===== src/rtl/fvds_pkg.sv =====
// Shared types and constants for the fog volume density sampler.
// No dependencies; every other file imports this package.
`default_nettype none

package fvds_pkg;

  // Default sample coordinate width (signed, 8 fraction bits)
  localparam int COORD_BITS_DEF = 20;
  // Width of each packed centre / inverse size field
  localparam int PACK_BITS      = 20;

  // Configuration port
  localparam int CFG_IDX_BITS  = 4;
  localparam int CFG_DATA_BITS = 64;

  typedef enum logic [CFG_IDX_BITS-1:0] {
    REG_SHAPE_MODE    = 4'd0,
    REG_CENTER        = 4'd1,
    REG_INV_HALF_SIZE = 4'd2,
    REG_EDGE_FALLOFF  = 4'd3,
    REG_NOISE_AMOUNT  = 4'd4,
    REG_NOISE_SCALE   = 4'd5,
    REG_NOISE_SEED    = 4'd6,
    REG_EXT_BASE      = 4'd7
  } cfg_reg_t;

  // Shape codes (anything else is a box)
  localparam logic [1:0] SHAPE_SPHERE = 2'd1;
  localparam logic [1:0] SHAPE_CYL    = 2'd2;

  // Fixed-point constants
  localparam logic [16:0] ONE_Q16   = 17'd65536;
  localparam logic [17:0] THREE_Q16 = 18'd196608;
  localparam logic [16:0] VAR_BASE  = 17'd11796;
  localparam logic [16:0] VAR_GAIN  = 17'd86508;
  localparam logic [23:0] RES_MAX   = 24'hFF_FFFF;

  // Corner hash multipliers
  localparam logic [31:0] HASH_KX   = 32'h8da6b343;
  localparam logic [31:0] HASH_KY   = 32'hd8163841;
  localparam logic [31:0] HASH_KZ   = 32'hcb1ab31f;
  localparam logic [31:0] HASH_KS   = 32'h165667b1;
  localparam logic [31:0] HASH_KMIX = 32'h7feb352d;

  // Pipeline map: stage numbers 1..NSTG, register of stage k loads on en[k]
  localparam int NSTG        = 17;
  localparam int STG_HASH    = 2;   // first hash stage (four stages)
  localparam int STG_SQRT    = 5;   // first square root stage
  localparam int SQRT_STAGES = 4;
  localparam int SQRT_STEPS  = 4;   // result bits per stage
  localparam int STG_DIV     = 10;  // first divider stage
  localparam int DIV_STAGES  = 4;
  localparam int DIV_STEPS   = 4;   // quotient bits per stage

endpackage

`default_nettype wire


===== src/rtl/fvds_div.sv =====
// Pipelined restoring divider for the edge ramp: (num << 16) / den, num < den.
// Depends on fvds_pkg; stage enables come from the top level.
`default_nettype none

module fvds_div import fvds_pkg::*; (
  input  logic          clk,
  input  logic [NSTG:1] en,
  input  logic [16:0]   num,
  input  logic [16:0]   den,
  output logic [15:0]   quot
);

  logic [17:0] rem_in  [DIV_STAGES];
  logic [15:0] q_in    [DIV_STAGES];
  logic [17:0] rem_nxt [DIV_STAGES];
  logic [15:0] q_nxt   [DIV_STAGES];
  logic [17:0] rem_r   [DIV_STAGES];
  logic [15:0] q_r     [DIV_STAGES];

  always_comb begin
    rem_in[0] = {1'b0, num};
    q_in[0]   = '0;
    for (int g = 1; g < DIV_STAGES; g++) begin
      rem_in[g] = rem_r[g-1];
      q_in[g]   = q_r[g-1];
    end
  end

  // One quotient bit per step: shift, trial subtract
  always_comb begin
    logic [17:0] rm;
    logic [15:0] q;
    for (int g = 0; g < DIV_STAGES; g++) begin
      rm = rem_in[g];
      q  = q_in[g];
      for (int j = 0; j < DIV_STEPS; j++) begin
        rm = {rm[16:0], 1'b0};
        if (rm >= {1'b0, den}) begin
          rm = rm - {1'b0, den};
          q  = {q[14:0], 1'b1};
        end else begin
          q  = {q[14:0], 1'b0};
        end
      end
      rem_nxt[g] = rm;
      q_nxt[g]   = q;
    end
  end

  always_ff @(posedge clk) begin
    for (int g = 0; g < DIV_STAGES; g++) begin
      if (en[STG_DIV+g]) begin
        rem_r[g] <= rem_nxt[g];
        q_r[g]   <= q_nxt[g];
      end
    end
  end

  assign quot = q_r[DIV_STAGES-1];

endmodule

`default_nettype wire


===== config.mk =====
export PLATFORM = sky130hd
export DESIGN_NAME = fvds_div
export DESIGN_NICKNAME = d
export VERILOG_FILES = /design/src/rtl/fvds_pkg.sv /design/src/rtl/fvds_div.sv
export SDC_FILE = /design/constraint.sdc
export NUM_CORES = 1
export LEC_CHECK = 0
export ABC_CLOCK_PERIOD_IN_PS = 16200
export BUFFER_PORTS_ARGS = -buffer_cell sky130_fd_sc_hd__buf_4
export CORE_MARGIN = 5
export CORE_UTILIZATION = 50
export DETAILED_ROUTE_END_ITERATION = 8
export PLACE_DENSITY = 0.67
export RECOVER_POWER = 25
export SETUP_SLACK_MARGIN = 0.02
export SLEW_MARGIN = 25
export SYNTH_ARGS = -nofsm -noshare
export SYNTH_HDL_FRONTEND = slang
export SYNTH_SLANG_ARGS = --single-unit

===== constraint.sdc =====
create_clock -name clk -period 16.2 [get_ports clk]
set_clock_uncertainty 0.05 [all_clocks]
set_input_delay 0.81 -clock clk [delete_from_list [all_inputs] [get_ports clk]]
set_output_delay 0.81 -clock clk [all_outputs]
set_load 0.005 [all_outputs]

Word level (Yosys, flattened, before mapping)

Memory sizes are Yosys's and may differ from the RTL's.
Index checks and enable logic that the tools add are counted.

Flip-flop bits (word level): 0
Bits in writable memories: 136
Input bits: 52
Output and inout bits: 16
Word-level logic and storage cells: 74
Memories: 2

Add/sub/neg operators: 16
Magnitude comparators: 16
Multiplexer cells: 40

Memories:

| name  | words | width | read ports | clocked after memory_dff | write ports | RTL line       | text |
|---|---|---|---|---|---|---|---|
| rem_r | 4     | 18    | 3          | 0                        | 4           | fvds_div.sv:17 | `logic [17:0] rem_r [DIV_STAGES];` |
| q_r   | 4     | 16    | 4          | 0                        | 4           | fvds_div.sv:18 | `logic [15:0] q_r [DIV_STAGES];` |

Operators by type and width:

| cell                           | number |
|---|---|
| >= comparator 18 x 17 -> 1 bit | 16 |
| two-way mux 17 bit             | 12 |
| subtractor 17 bit              | 12 |
| two-way mux 18 bit             | 4 |
| subtractor 18 x 17 -> 18 bit   | 4 |
| two-way mux 1 bit              | 24 |

Longest topological paths before layout

An unclocked memory read counts as a cell.

Depth in word-level cells: 9
Gate-level depth with buffers: 52
Mapped depth without buffers: 43

Worst setup path before layout

OpenSTA, ideal clock, no wires.

Kind: input -> register
Start point: input port den[0]
End point: memory rem_r[1][15] (data pin)
Library setup time: 0.261 ns
Arrival: 11.800 ns
Required time: 15.889 ns
Setup slack: 4.089 ns
Stages on the path: 47
Path buffers: 10
Path through: buf_4 clkbuf_1 clkbuf_1 clkinv_1 clkbuf_1 fa_1 a211oi_1 o21bai_1 a21boi_1 a21oi_1 nor2_1 clkbuf_1 mux2_2 ha_1 o21ai_0 a21oi_1 o2bb2ai_1 o31ai_1 [11 not listed] a21oi_1 o31ai_1 o21a_1 clkbuf_1 clkbuf_1 o21bai_1 ha_1 o21ai_0 a21oi_1 o41ai_1 o21bai_1 a221oi_1 o2111ai_1 a221o_1 a21oi_2 a21oi_1 buf_2 a221o_1

RTL lines:

| item               | RTL line       | text |
|---|---|---|
| start: declaration | fvds_div.sv:9  | `input logic [16:0] den,` |
| end: declaration   | fvds_div.sv:17 |  |

==> impl_metrics.toml <==
[floorplanning]
dieHeight_um = 196.7
design.core.area_um2 = 34460
fp.dieW_um = 196.7
dieArea_um2 = 38680
fp-row-count = 68
start_util = 0.5056
ios = 68

[timing]
rsz0062_at_grt = "false"
hold_viol_final = 0
setup_viol = 0
period_minus_slack_ns = 13.46
timing.fmax_mhz = 74.27
tightestPinTransition_ns = 1.281
slew_viol_final = 0
setup-tns-final_ns = 0
period_share = 0.8311
maxSlewHeadroom = 0.1459

[setup_path]
arrival_ns = 13.50
critPathMaxFanout = 39
crit_slowest_cell = "o41ai_1"
path_buf_inv = 8
cp_top_family = "compound AO/OA/AOI/OAI gates"
max_stage_delay_ns = 0.65
worst_path_most_repeated_cell = "buf_4"
endpoint_kind = "flip-flop"
crit_required_ns = 16.23
crit_path_start_kind = "input port"
crit_type = "in -> reg"

[cells_and_area]
layout.nets = 2507
fin_util = 0.5425
area_growth_pct = 7.296
drive_gt1_frac = 0.1074
layoutNonFillerInstCount = 2652
n_antenna_cell = 0

[global_routing]
grt_max_degree = 40
grt_pass1_wl_mm = 80.96
grt.overflow.total = 0
antenna_found_initial = 1
grt_pass1_vias = 15560
globalRouteTotalUtil = 0.2548

[route]
dr.pass1.iters = 7
drc_errors = 0
viasPerCell = 6.261
vias = 16600
wl_per_cell_um = 19.13
ant_nets = 0
wl_mm = 50.74
drt_iter0_drc = 1007

[run_status]
status = "completed"

[cts]
clkLatencyLatePin_ns = 0.36
cts_root_buf = "clkbuf_16"
h-tree-depth = 3
cts_sinks = 91
clk_pin_slew_ns = 0.07
hold_buffers = 0
postCtsSetupRepairBufs = 0
tritoncts = "done"
cts_resized = 0
cts_buffers = 9
clock_path_buffers = 2

[placed_design]
place_hpwl_mm = 39.25
globalplace.congestion = 0.9295
io_buffers = 54
dp_cells = 2636

[synthesis]
async_reset_ff_frac = 0
ys_seq_elements = 91
avgSynthCellArea_um2 = 8.126
ys_types = 97
syn_inst = 2144
yosysTopAreaCell = "ha_1"
synth.top_cell.area_share = 0.1860
synthesis.area_um2 = 17420
netlist_top_cells_area = "ha_1 (19%), edfxtp_1 (16%), xnor2_1 (6.0%)"
seq_area_frac_synth = 0.1568
synth.yosys.warnings = 0
syn_nets = 2459
synth-main-ff-cell = "edfxtp_1"
synth_edf_count = 91
yosysMostFrequentCell = "ha_1"
yosys-top-cells-count = "ha_1 (259), nor2_1 (190), a21oi_1 (176)"

[flow_run]
maxCapViolations = 0

[worst_hold_path]
min_path_type = "reg -> reg"
registers in the layout, summed over array words and instances (netlist names):
register	count
q_r	40
rem_r	51
layer usage:
metal  GRT usage  wire length (um)
met2      0.4312             23630
met1      0.3394             23040
met5           0                13
met4     0.08706              1767
met3     0.02889              2284
layout make-up:
type	instances	area, um^2
clock inverter	7	76.32
multi-input combinational	1894	14040
inverter	113	431.7
tap	455	569.3
timing repair buffer	83	615.6
fill	3249	15760
clock buffer	9	225.2
sequential	91	2733
through the flow:
step / hold slack, ns / setup WS [ns] / area (um^2)
final: 0.3713 / 2.736 / 18690
after global routing: 0.3784 / 1.991 / 18690
after CTS: 0.3710 / 2.983 / 18700
after detailed placement: 0.3552 / 2.623 / 18400
after global placement: 0.3514 / 2.861 / 18400
after floorplan: 0.3503 / 4.089 / 17420
layout by cell type (no fill, tap or decap), types with 8 or more instances in the layout:
master	n
a221o_1	28
nand2_1	128
o211ai_1	20
nand4_1	29
ha_1	259
o21ai_0	152
a221oi_1	8
edfxtp_1	91
xor2_1	48
nor2_1	190
a21oi_1	176
o21bai_1	25
a211oi_1	21
o31ai_1	17
o21a_1	43
or3_1	22
mux2i_1	32
inv_1	104
nand3_1	50
nor3_1	42
nor3b_1	9
xnor2_1	119
mux2_2	92
nor2b_1	39
and3_1	14
and2_1	30
a31oi_1	19
nor4_1	11
buf_4	81
o31a_1	9
nand2b_1	38
a21boi_0	16
a211o_1	11
a21o_1	56
clkbuf_16	9
final timing paths:
check	from	to	slack [ns]	depth (start not counted)
setup / recovery	den[0]	rem_r[1][12]	2.74	44
hold / removal	q_r[2][4]	q_r[3][8]	0.37	0
setup reg to reg	rem_r[0][0]	rem_r[1][12]	3.57	41
hold reg to reg	q_r[2][4]	q_r[3][8]	0.37	0
cell families after synthesis:
family,Yosys count,synth area share
muxes,133,0.08409
xor gates and xnor gates,167,0.08395
and+or+nand+nor,635,0.1802
DFF,91,0.1568
adders and majority gates,263,0.1906
AOI/OAI and AO/OA,696,0.2672
buffers and inverters,159,0.03713
Power is not shown: default switching activity piles up to over one toggle a cycle in this logic, so the estimate is an artifact.
