--- config.mk ---
export PLATFORM = sky130hd
export DESIGN_NAME = fvds_sqrt
export DESIGN_NICKNAME = d
export VERILOG_FILES = /design/src/rtl/fvds_pkg.sv /design/src/rtl/fvds_sqrt.sv
export SDC_FILE = /design/constraint.sdc
export NUM_CORES = 1
export LEC_CHECK = 0
export BUFFER_PORTS_ARGS = -buffer_cell sky130_fd_sc_hd__buf_4
export CAP_MARGIN = 20
export CORE_ASPECT_RATIO = 2
export CORE_MARGIN = 2
export CORE_UTILIZATION = 55
export CTS_BUF_LIST = sky130_fd_sc_hd__clkbuf_8
export CTS_CLUSTER_DIAMETER = 50
export DETAILED_ROUTE_END_ITERATION = 12
export GPL_TIMING_DRIVEN = 0
export PLACE_DENSITY = 0.81
export SLEW_MARGIN = 5
export SYNTH_ARGS = -nofsm -noshare
export SYNTH_HDL_FRONTEND = slang
export SYNTH_SLANG_ARGS = --single-unit
--- constraint.sdc ---
create_clock -name clk -period 15.9 [get_ports clk]
set_input_delay 3.18 -clock clk [delete_from_list [all_inputs] [get_ports clk]]
set_output_delay 3.18 -clock clk [all_outputs]
set_load 0.005 [all_outputs]
--- src/rtl/fvds_pkg.sv ---
// Shared types and constants for the fog volume density sampler.
// No dependencies; every other file imports this package.
`default_nettype none

package fvds_pkg;

  // Default sample coordinate width (signed, 8 fraction bits)
  localparam int COORD_BITS_DEF = 20;
  // Width of each packed centre / inverse size field
  localparam int PACK_BITS      = 20;

  // Configuration port
  localparam int CFG_IDX_BITS  = 4;
  localparam int CFG_DATA_BITS = 64;

  typedef enum logic [CFG_IDX_BITS-1:0] {
    REG_SHAPE_MODE    = 4'd0,
    REG_CENTER        = 4'd1,
    REG_INV_HALF_SIZE = 4'd2,
    REG_EDGE_FALLOFF  = 4'd3,
    REG_NOISE_AMOUNT  = 4'd4,
    REG_NOISE_SCALE   = 4'd5,
    REG_NOISE_SEED    = 4'd6,
    REG_EXT_BASE      = 4'd7
  } cfg_reg_t;

  // Shape codes (anything else is a box)
  localparam logic [1:0] SHAPE_SPHERE = 2'd1;
  localparam logic [1:0] SHAPE_CYL    = 2'd2;

  // Fixed-point constants
  localparam logic [16:0] ONE_Q16   = 17'd65536;
  localparam logic [17:0] THREE_Q16 = 18'd196608;
  localparam logic [16:0] VAR_BASE  = 17'd11796;
  localparam logic [16:0] VAR_GAIN  = 17'd86508;
  localparam logic [23:0] RES_MAX   = 24'hFF_FFFF;

  // Corner hash multipliers
  localparam logic [31:0] HASH_KX   = 32'h8da6b343;
  localparam logic [31:0] HASH_KY   = 32'hd8163841;
  localparam logic [31:0] HASH_KZ   = 32'hcb1ab31f;
  localparam logic [31:0] HASH_KS   = 32'h165667b1;
  localparam logic [31:0] HASH_KMIX = 32'h7feb352d;

  // Pipeline map: stage numbers 1..NSTG, register of stage k loads on en[k]
  localparam int NSTG        = 17;
  localparam int STG_HASH    = 2;   // first hash stage (four stages)
  localparam int STG_SQRT    = 5;   // first square root stage
  localparam int SQRT_STAGES = 4;
  localparam int SQRT_STEPS  = 4;   // result bits per stage
  localparam int STG_DIV     = 10;  // first divider stage
  localparam int DIV_STAGES  = 4;
  localparam int DIV_STEPS   = 4;   // quotient bits per stage

endpackage

`default_nettype wire

--- src/rtl/fvds_sqrt.sv ---
// Pipelined floor square root of a 32-bit value, four result bits per stage.
// Depends on fvds_pkg; stage enables come from the top level.
`default_nettype none

module fvds_sqrt import fvds_pkg::*; (
  input  logic          clk,
  input  logic [NSTG:1] en,
  input  logic [31:0]   radicand,
  output logic [15:0]   root
);

  logic [32:0] n_in  [SQRT_STAGES];
  logic [32:0] r_in  [SQRT_STAGES];
  logic [32:0] n_nxt [SQRT_STAGES];
  logic [32:0] r_nxt [SQRT_STAGES];
  logic [32:0] n_r   [SQRT_STAGES];
  logic [32:0] r_r   [SQRT_STAGES];

  // Stage inputs: first from the radicand, the rest from the previous stage
  always_comb begin
    n_in[0] = {1'b0, radicand};
    r_in[0] = '0;
    for (int g = 1; g < SQRT_STAGES; g++) begin
      n_in[g] = n_r[g-1];
      r_in[g] = r_r[g-1];
    end
  end

  // Digit-by-digit root, trial bit falls by two places per step
  always_comb begin
    logic [32:0] bitv;
    logic [32:0] n, r;
    for (int g = 0; g < SQRT_STAGES; g++) begin
      n = n_in[g];
      r = r_in[g];
      for (int j = 0; j < SQRT_STEPS; j++) begin
        bitv = 33'(1) << (30 - 2 * (SQRT_STEPS * g + j));
        if (n >= r + bitv) begin
          n = n - (r + bitv);
          r = (r >> 1) + bitv;
        end else begin
          r = r >> 1;
        end
      end
      n_nxt[g] = n;
      r_nxt[g] = r;
    end
  end

  always_ff @(posedge clk) begin
    for (int g = 0; g < SQRT_STAGES; g++) begin
      if (en[STG_SQRT+g]) begin
        n_r[g] <= n_nxt[g];
        r_r[g] <= r_nxt[g];
      end
    end
  end

  assign root = r_r[SQRT_STAGES-1][15:0];

endmodule

`default_nettype wire

Yosys cells after proc, flatten, opt, wreduce, memory -nomap -nowiden
Memory sizes are Yosys's and may differ from the RTL's.
Cells that the tools add are included.
{"block": "word_totals", "mem_count": 2, "ramBits": 264, "wordCells": 104, "ff_bits": 0, "inputBits": 50}
{"block": "classes", "mux": 40, "magnitude_cmp": 16, "add_sub_neg": 46}
{"name": "n_r", "depth": 4, "width": 33, "read_ports": 3, "rd_ports_with_merged_regs": 0, "wr": 4, "line_no": "fvds_sqrt.sv:16", "text": "logic [32:0] n_r [SQRT_STAGES];"}
{"name": "r_r", "depth": 4, "width": 33, "read_ports": 4, "rd_ports_with_merged_regs": 0, "wr": 4, "line_no": "fvds_sqrt.sv:17", "text": "logic [32:0] r_r [SQRT_STAGES];"}
{"cell": "$mux 33", "count": 31}
{"cell": "$ge 33x33->1", "count": 15}
{"cell": "$sub 33x33->33", "count": 15}
{"cell": "$add 32x1->33 const B", "count": 1}
{"cell": "$add 32x11->33 const B", "count": 1}
{"cell": "$add 32x13->33 const B", "count": 1}
{"cell": "$add 32x15->33 const B", "count": 1}
{"cell": "$add 32x17->33 const B", "count": 1}
{"cell": "$add 32x19->33 const B", "count": 1}
{"cell": "$add 32x21->33 const B", "count": 1}
{"cell": "$add 32x23->33 const B", "count": 1}
{"cell": "$add 32x25->33 const B", "count": 1}
{"cell": "$add 32x27->33 const B", "count": 1}
{"cell": "$add 32x29->33 const B", "count": 1}
{"cell": "$add 32x3->33 const B", "count": 1}
{"cell": "$add 32x5->33 const B", "count": 1}
{"cell": "$add 32x7->33 const B", "count": 1}
{"cell": "$add 32x9->33 const B", "count": 1}
{"cell": "$add 33x1->33 const B", "count": 1}
{"cell": "$add 33x11->33 const B", "count": 1}
{"cell": "$add 33x13->33 const B", "count": 1}
{"cell": "$add 33x15->33 const B", "count": 1}
{"cell": "$add 33x17->33 const B", "count": 1}
{"cell": "$add 33x19->33 const B", "count": 1}
{"cell": "other kinds (13)", "count": 20}

Longest topological paths before layout
Gate-level depths: netlist of the first run.
An unclocked memory read counts as a cell.
{"block": "logic_depth", "depth_word": 13, "depth_mapped": 56}

Worst setup path before layout of the first run
OpenSTA, ideal clock, no wires.
{"block": "synth_timing", "kind": "register -> register", "startpoint": "memory n_r[2][19]", "endpoint": "memory r_r[3][0], data pin", "setup_slack_ps": 6355, "n_path_buf": 5, "arrival_ps": 9277, "path_stages_with_launch": 47, "t_required_ps": 15633, "period_less_slack_ps": 9545, "path_cell_list": "edfxtp_1 ha_1 buf_2 nand2_1 or4_1 o21a_1 nand3_1 buf_2 buf_1 a21oi_1 ha_1 and3_1 and3_1 nand2_1 nor2_1 nand3_1 or4_4 and4_4 [... 11 more ...] or3b_1 o2111ai_4 mux2_2 ha_1 a21o_1 a21oi_1 nor2b_1 o21ai_0 nand2b_1 a21oi_1 nor2b_1 o21ai_0 o2111ai_1 a2111oi_0 nand4_1 a21oi_1 nand3_1 nand4b_1"}
{"element": "from (decl)", "line_no": "fvds_sqrt.sv:16"}
{"element": "to (decl)", "line_no": "fvds_sqrt.sv:17"}

==> results of run 1 <==
[layer usage]
metal  part of all wire  global-route usage  up-vias
met1               0.44               0.380     7139
met4              0.033               0.100        0
met5                  0                   0        -
met2               0.46               0.458      581
li1                   -                   -     7334
met3              0.067              0.0383       88
[worst max-delay path by stage]
stage | endpoint | slack, ns | cells past startpoint
3_3_place_gp | n_r[2][28]$_DFFE_PP_ | 4.34 | 50
4_1_cts | n_r[2][8]$_DFFE_PP_ | 4.13 | 49
6_report | n_r[2][8]$_DFFE_PP_ | 3.82 | 49
5_1_grt | n_r[2][12]$_DFFE_PP_ | 3.18 | 50
2_1_floorplan | r_r[3][0]$_DFFE_PP_ | 6.36 | 46
3_5_place_dp | n_r[2][28]$_DFFE_PP_ | 4.17 | 50
[flip-flops by register name (all words and copies together) (netlist names)]
| signal | cells |
|---|---|
| n_r | 99 |
| r_r | 40 |
[logic make-up (layout without fill, tap and decap cells)]
| family | after synthesis | count (layout) | share of synthesized area |
|---|---|---|---|
| adders and majority gates | 160 | 160 | 0.123 |
| xor gates and xnor gates | 179 | 179 | 0.0964 |
| and+or+nand+nor | 711 | 711 | 0.237 |
| DFF | 139 | 139 | 0.257 |
| buffers and inverters | 141 | 225 | 0.0366 |
| muxes | 43 | 43 | 0.0280 |
| AOI/OAI and AO/OA | 537 | 537 | 0.222 |
[through the flow]
step | instance area [um^2] | hold WS, ns
6_report | 17500 | 0.458
5_1_grt | 17500 | 0.470
4_1_cts | 17500 | 0.454
3_5_place_dp | 17100 | 0.444
3_3_place_gp | 17100 | 0.434
2_1_floorplan | 16300 | 0.426
[cell type report]
cell class | instances | area, um^2 | area share
inverters | 101 | 379 | 0.0216
plain buffers | 40 | 216 | 0.0123
flip-flops and latches | 139 | 4170 | 0.238
repair buffers | 52 | 390 | 0.0223
clock buffers | 17 | 234 | 0.0133
multi-input cells | 1630 | 11500 | 0.655
well taps | 364 | 455 | 0.0260
clock inverters | 15 | 194 | 0.0111
[power by group]
group	leakage, uW	switching, uW	internal [uW]
registers	0.00133	76.9	568
logic	0.00568	1940	1340
clock network	0.000215	163	148
[placed cells by master, fill, tap and decap left out, types with 18 or more instances in the layout]
master,Yosys,layout
a21oi_1,165,165
xor2_1,60,60
or3_1,25,25
o21ai_1,18,18
nand2b_1,25,25
nand4_1,37,37
ha_1,160,160
nand3_1,66,66
inv_1,93,93
nand2_1,149,149
buf_4,6,58
a31oi_1,21,21
o21ai_0,83,83
nor3_1,50,50
o21a_1,31,31
mux2i_1,23,23
and3_1,22,22
nor4_1,30,30
nor2_1,162,162
edfxtp_1,139,139
a21o_1,58,58
nor2b_1,28,28
xnor2_1,119,119
[worst reg2reg max path: cells and delay by family, from the launching register on]
kind            cells  cell delay (ns)
flops               1             0.47
compound gates     15             3.23
fa+ha+maj           4             1.51
xor+xnor            2             0.35
buf+inv            11             2.80
simple gates       17             3.46
==> flow_summary.toml, run 1 <==
[run_status]
status = "finished clean"

[setup_path]
reg2reg_slack_ns = 3.82
cp_num_buf_inv = 11
crit_start = "r_r[1][23]$_DFFE_PP_"
crit_slowest_cell = "clkbuf_1"
cp.arrival_ns = 12.30
required_ns = 16.12
r2r_end = "n_r[2][8]$_DFFE_PP_"
max_stage_delay_ns = 0.54
cpLargestDelayFamily = "simple AND/OR/NAND/NOR gates"
r2r_cells = 49
start_kind = "flop"
critPathMaxFanout = 12
end_kind = "flop"
crit_type = "reg -> reg"
reg2reg_from = "r_r[1][23]$_DFFE_PP_"

[sta]
rsz0062_at_grt = "no"
clock_skew_ns = 0.0193
fmax_mhz = 82.8
maxSlewViolCount = 0
period_share = 0.760
setup_viol_count_final = 0
final.setup.tns_ns = 0
max_slew_margin = 0.474
tightest_slew_ns = 0.780
period_minus_slack_ns = 12.08
fin_ws_ns = 3.82
hold_viol = 0

[placed_design]
dp_hpwl_mm = 35.1
place_ws_ns = 4.17
io_buffers = 52
gp_congestion = 0.968
placed_cells_incl_taps = 2326

[synthesis]
synth_fp_nets = 2120
synth_common_cells = "a21oi_1 (165), nor2_1 (162), ha_1 (160), nand2_1 (149), edfxtp_1 (139)"
yosys_warnings = 0
synth_top_area_cell = "edfxtp_1"
synth-edff-count = 139
async_flop_share = 0
ys_top_cells_by_area = "edfxtp_1 (26%), ha_1 (12%), xnor2_1 (6.4%)"
synth.distinct_cells = 111
synth.avg_cell_area_um2 = 8.52
syn-instance-count = 1910
seq_area_frac_synth = 0.257
synth_most_common_cell = "a21oi_1"
synth_top_area_share = 0.257
synth_area_um2 = 16300
synth-seq-cells = 139
synthFlopType = "edfxtp_1"

[drt]
routedWlPerCell_um = 18.7
drtAntennaViolNets = 0
totalWireLength_mm = 44.1
drt_first_pass_iters = 8
viasPerCell = 6.42
vias = 15100
post-route-drc-count = 0
drtIter0Drc = 1471

[global_route]
overflow = 0
track_usage = 0.281
grt_max_degree = 46
grt_pass1_wl_mm = 70.9
antenna_found_initial = 0
grt_pass1_vias = 13900

[final_layout]
finalNonFillerCells = 2358
final_nets = 2191
utilization = 0.599
area_growth_pct = 7.83
antenna_cells = 0
fillCellCount = 2578
drive_above_1_share = 0.0968

[die]
die_x_um = 126
io_pins = 66
die_h_um = 247
initial_core_util = 0.555
design.die.area_um2 = 31100
core.rowCount = 89
core-area_um2 = 29300

[power_and_ir_drop]
total_power_uw = 4240
vdd_ir_drop_max_mv = 0.199
p_leak_uw = 0.00722
p_per_area_nw_per_um2 = 241

[run]
timing.max_cap.violations = 0

[min_path]
holdPathEnd = "n_r[1][15]$_DFFE_PP_"
hp-start = "n_r[0][15]$_DFFE_PP_"
min_path_type = "reg -> reg"
worstHoldPathCells = 0

[clock_tree]
clock_path_buffers = 2
numClockSinks = 139
h-tree-depth = 4
cts-root-buf = "clkbuf_8"
cts_tree = "yes"
clock_latency_ns = 0.49
path_clk_slew_ns = 0.09
cts_hold_buf = 0
numCtsBuffers = 17
cts_resized = 0
cts_setup_buffers = 0
No activity file was read; power rests on OpenSTA's default activity.
==> run 2: changes to the inputs <==
==> constraint.sdc (replaced) <==
create_clock -name clk -period 12.5 [get_ports clk]
set_input_delay 2.5 -clock clk [delete_from_list [all_inputs] [get_ports clk]]
set_output_delay 2.5 -clock clk [all_outputs]
set_load 0.005 [all_outputs]
==> run 2 against run 1 <==
Effect of this change:
- sequential power is 27% higher
- power up 27%
- routed wire length shrank 0.19%
- clock-buffer cell count did not move
- final cell count about the same
- cell area about the same
- hold slack barely moved
- critical path depth up 5
- largest cell class unchanged
==> flow_summary.toml, run 2 (synthesis results as in run 1) <==
[clock_tree]
h-tree-depth = 4
clock_path_buffers = 2
numClockSinks = 139
numCtsBuffers = 17
cts_setup_buffers = 0
clock_latency_ns = 0.49
cts-root-buf = "clkbuf_8"
cts_tree = "yes"
path_clk_slew_ns = 0.09

[min_path]
worstHoldPathCells = 0
min_path_type = "reg -> reg"

[power_and_ir_drop]
p_int_uw = 2620
combPwrFrac = 0.775
seqPwrFrac = 0.152
p_leak_uw = 0.00722
p_sw_frac = 0.514
vdd_ir_drop_max_mv = 0.254
pwr-share-clk = 0.073
p_per_area_nw_per_um2 = 308
p_sw_uw = 2770

[drt]
drtAntennaViolNets = 0
totalWireLength_mm = 44.0
wl_met1_mm = 19.3
viasPerCell = 6.43
drtIter0Drc = 1373
routedWlPerCell_um = 18.7
topRoutingLayerUsed = "met4"
post-route-drc-count = 0
drt_first_pass_iters = 6
wl_met3_mm = 3.05
wl_met2_mm = 20.3
vias = 15200

[run_status]
status = "finished clean"

[setup_path]
crit_slowest_cell = "or4_1"
required_ns = 12.74
crit_type = "reg -> reg"
r2r_end = "r_r[3][0]$_DFFE_PP_"
start_kind = "flop"
reg2reg_slack_ns = 0.72
r2r_cells = 54
end_kind = "flop"
max_stage_delay_ns = 0.67
setup.worst_path.end = "r_r[3][0]$_DFFE_PP_"
reg2reg_from = "r_r[2][19]$_DFFE_PP_"
cp.arrival_ns = 12.03
critPathMaxFanout = 12
crit_start = "r_r[2][19]$_DFFE_PP_"

[final_layout]
final_cell_mix = "a21oi_1 (165), nor2_1 (162), ha_1 (160), nand2_1 (149), edfxtp_1 (139)"
area_growth_pct = 7.78
largest-register = "n_r"
reg_top3 = "n_r x99, r_r x40"
final_nets = 2189
drive_above_1_share = 0.0969
utilization = 0.599
fin_area_um2 = 17500
largest_reg_flops = 99
final_common_cell = "a21oi_1"
antenna_cells = 0

[die]
core-area_um2 = 29300
die_h_um = 247
design.die.area_um2 = 31100
die_x_um = 126
io_pins = 66
core.rowCount = 89
initial_core_util = 0.555

[sta]
rsz0062_at_grt = "no"
tightest_slew_ns = 0.765
final.setup.tns_ns = 0
setup_viol_count_final = 0
period_minus_slack_ns = 11.78
hold_viol = 0
worst_hold_slack_ns = 0.457
clock_skew_ns = 0.0198
period_share = 0.943
max_slew_margin = 0.476
maxSlewViolCount = 0
fmax_mhz = 84.9

[global_route]
track_usage = 0.281
grt_pass1_wl_mm = 70.9
grt_max_degree = 46
grt_pass1_vias = 13900
antenna_found_initial = 0
overflow = 0

[placed_design]
dp_hpwl_mm = 35.1
gp_congestion = 0.968
io_buffers = 52
placed_cell_area_um2 = 17100

[run]
timing.max_cap.violations = 0
[run 2: worst min path at each step]
stage                                     from              endpoint  slack, ns
after global placement     r_r[2][8]$_DFFE_PP_   r_r[3][4]$_DFFE_PP_       0.43
final                     n_r[0][15]$_DFFE_PP_  n_r[1][15]$_DFFE_PP_       0.46
after floorplan           r_r[0][24]$_DFFE_PP_  r_r[1][20]$_DFFE_PP_       0.43
after CTS                 n_r[0][15]$_DFFE_PP_  n_r[1][15]$_DFFE_PP_       0.45
after detailed placement   n_r[0][1]$_DFFE_PP_   n_r[1][1]$_DFFE_PP_       0.44
after global routing      n_r[0][15]$_DFFE_PP_  n_r[1][15]$_DFFE_PP_       0.47
[run 2: area by class of cell]
class | instances | area (um^2)
Buffer | 38 | 209
Clock buffer | 17 | 234
Clock inverter | 15 | 194
Fill cell | 2581 | 11800
Inverter | 101 | 379
Multi-Input combinational cell | 1630 | 11500
Sequential cell | 139 | 4170
Tap cell | 364 | 455
Timing Repair Buffer | 52 | 390
[run 2: repair_timing]
item                                   in CTS  in global routing
setup endpoints to repair                   0                 26
endpoints found under the hold margin       0                  0
gates resized for setup                     0                  1
hold buffers                                0                  0
[run 2: power groups by stage]
stage / clock [uW] / sequential [uW] / combinational [uW]
detailed placement: 0 / 825 / 4080
CTS: 400 / 817 / 4110
global placement: 0 / 824 / 4020
floorplan: 0 / 789 / 3330
finish: 395 / 820 / 4180
global route: 420 / 832 / 4610
[run 2: worst max-delay path: cells and delay by family, from the launching register on]
kind	cells	cell delay, ns
AO/OA/AOI/OAI	25	5.08
adder cells (fa/ha/maj)	4	1.18
buffers and inverters	8	1.88
flip-flops	1	0.36
AND/OR/NAND/NOR	17	3.01
[run 2: routing by layer]
| layer | GRT usage | up-vias |
|---|---|---|
| li1 | - | 7338 |
| met1 | 0.380 | 7099 |
| met2 | 0.458 | 627 |
| met3 | 0.0383 | 90 |
| met4 | 0.100 | 0 |
| met5 | 0 | - |
[run 2: per-stage QoR]
step / cells / power (uW) / setup WS (ns)
finish: 2356 / 5390 / 0.717
global placement: 2326 / 4840 / 0.941
CTS: 2358 / 5330 / 0.729
floorplan: 1910 / 4120 / 2.96
detailed placement: 2326 / 4900 / 0.771
global route: 2356 / 5870 / 0.0279
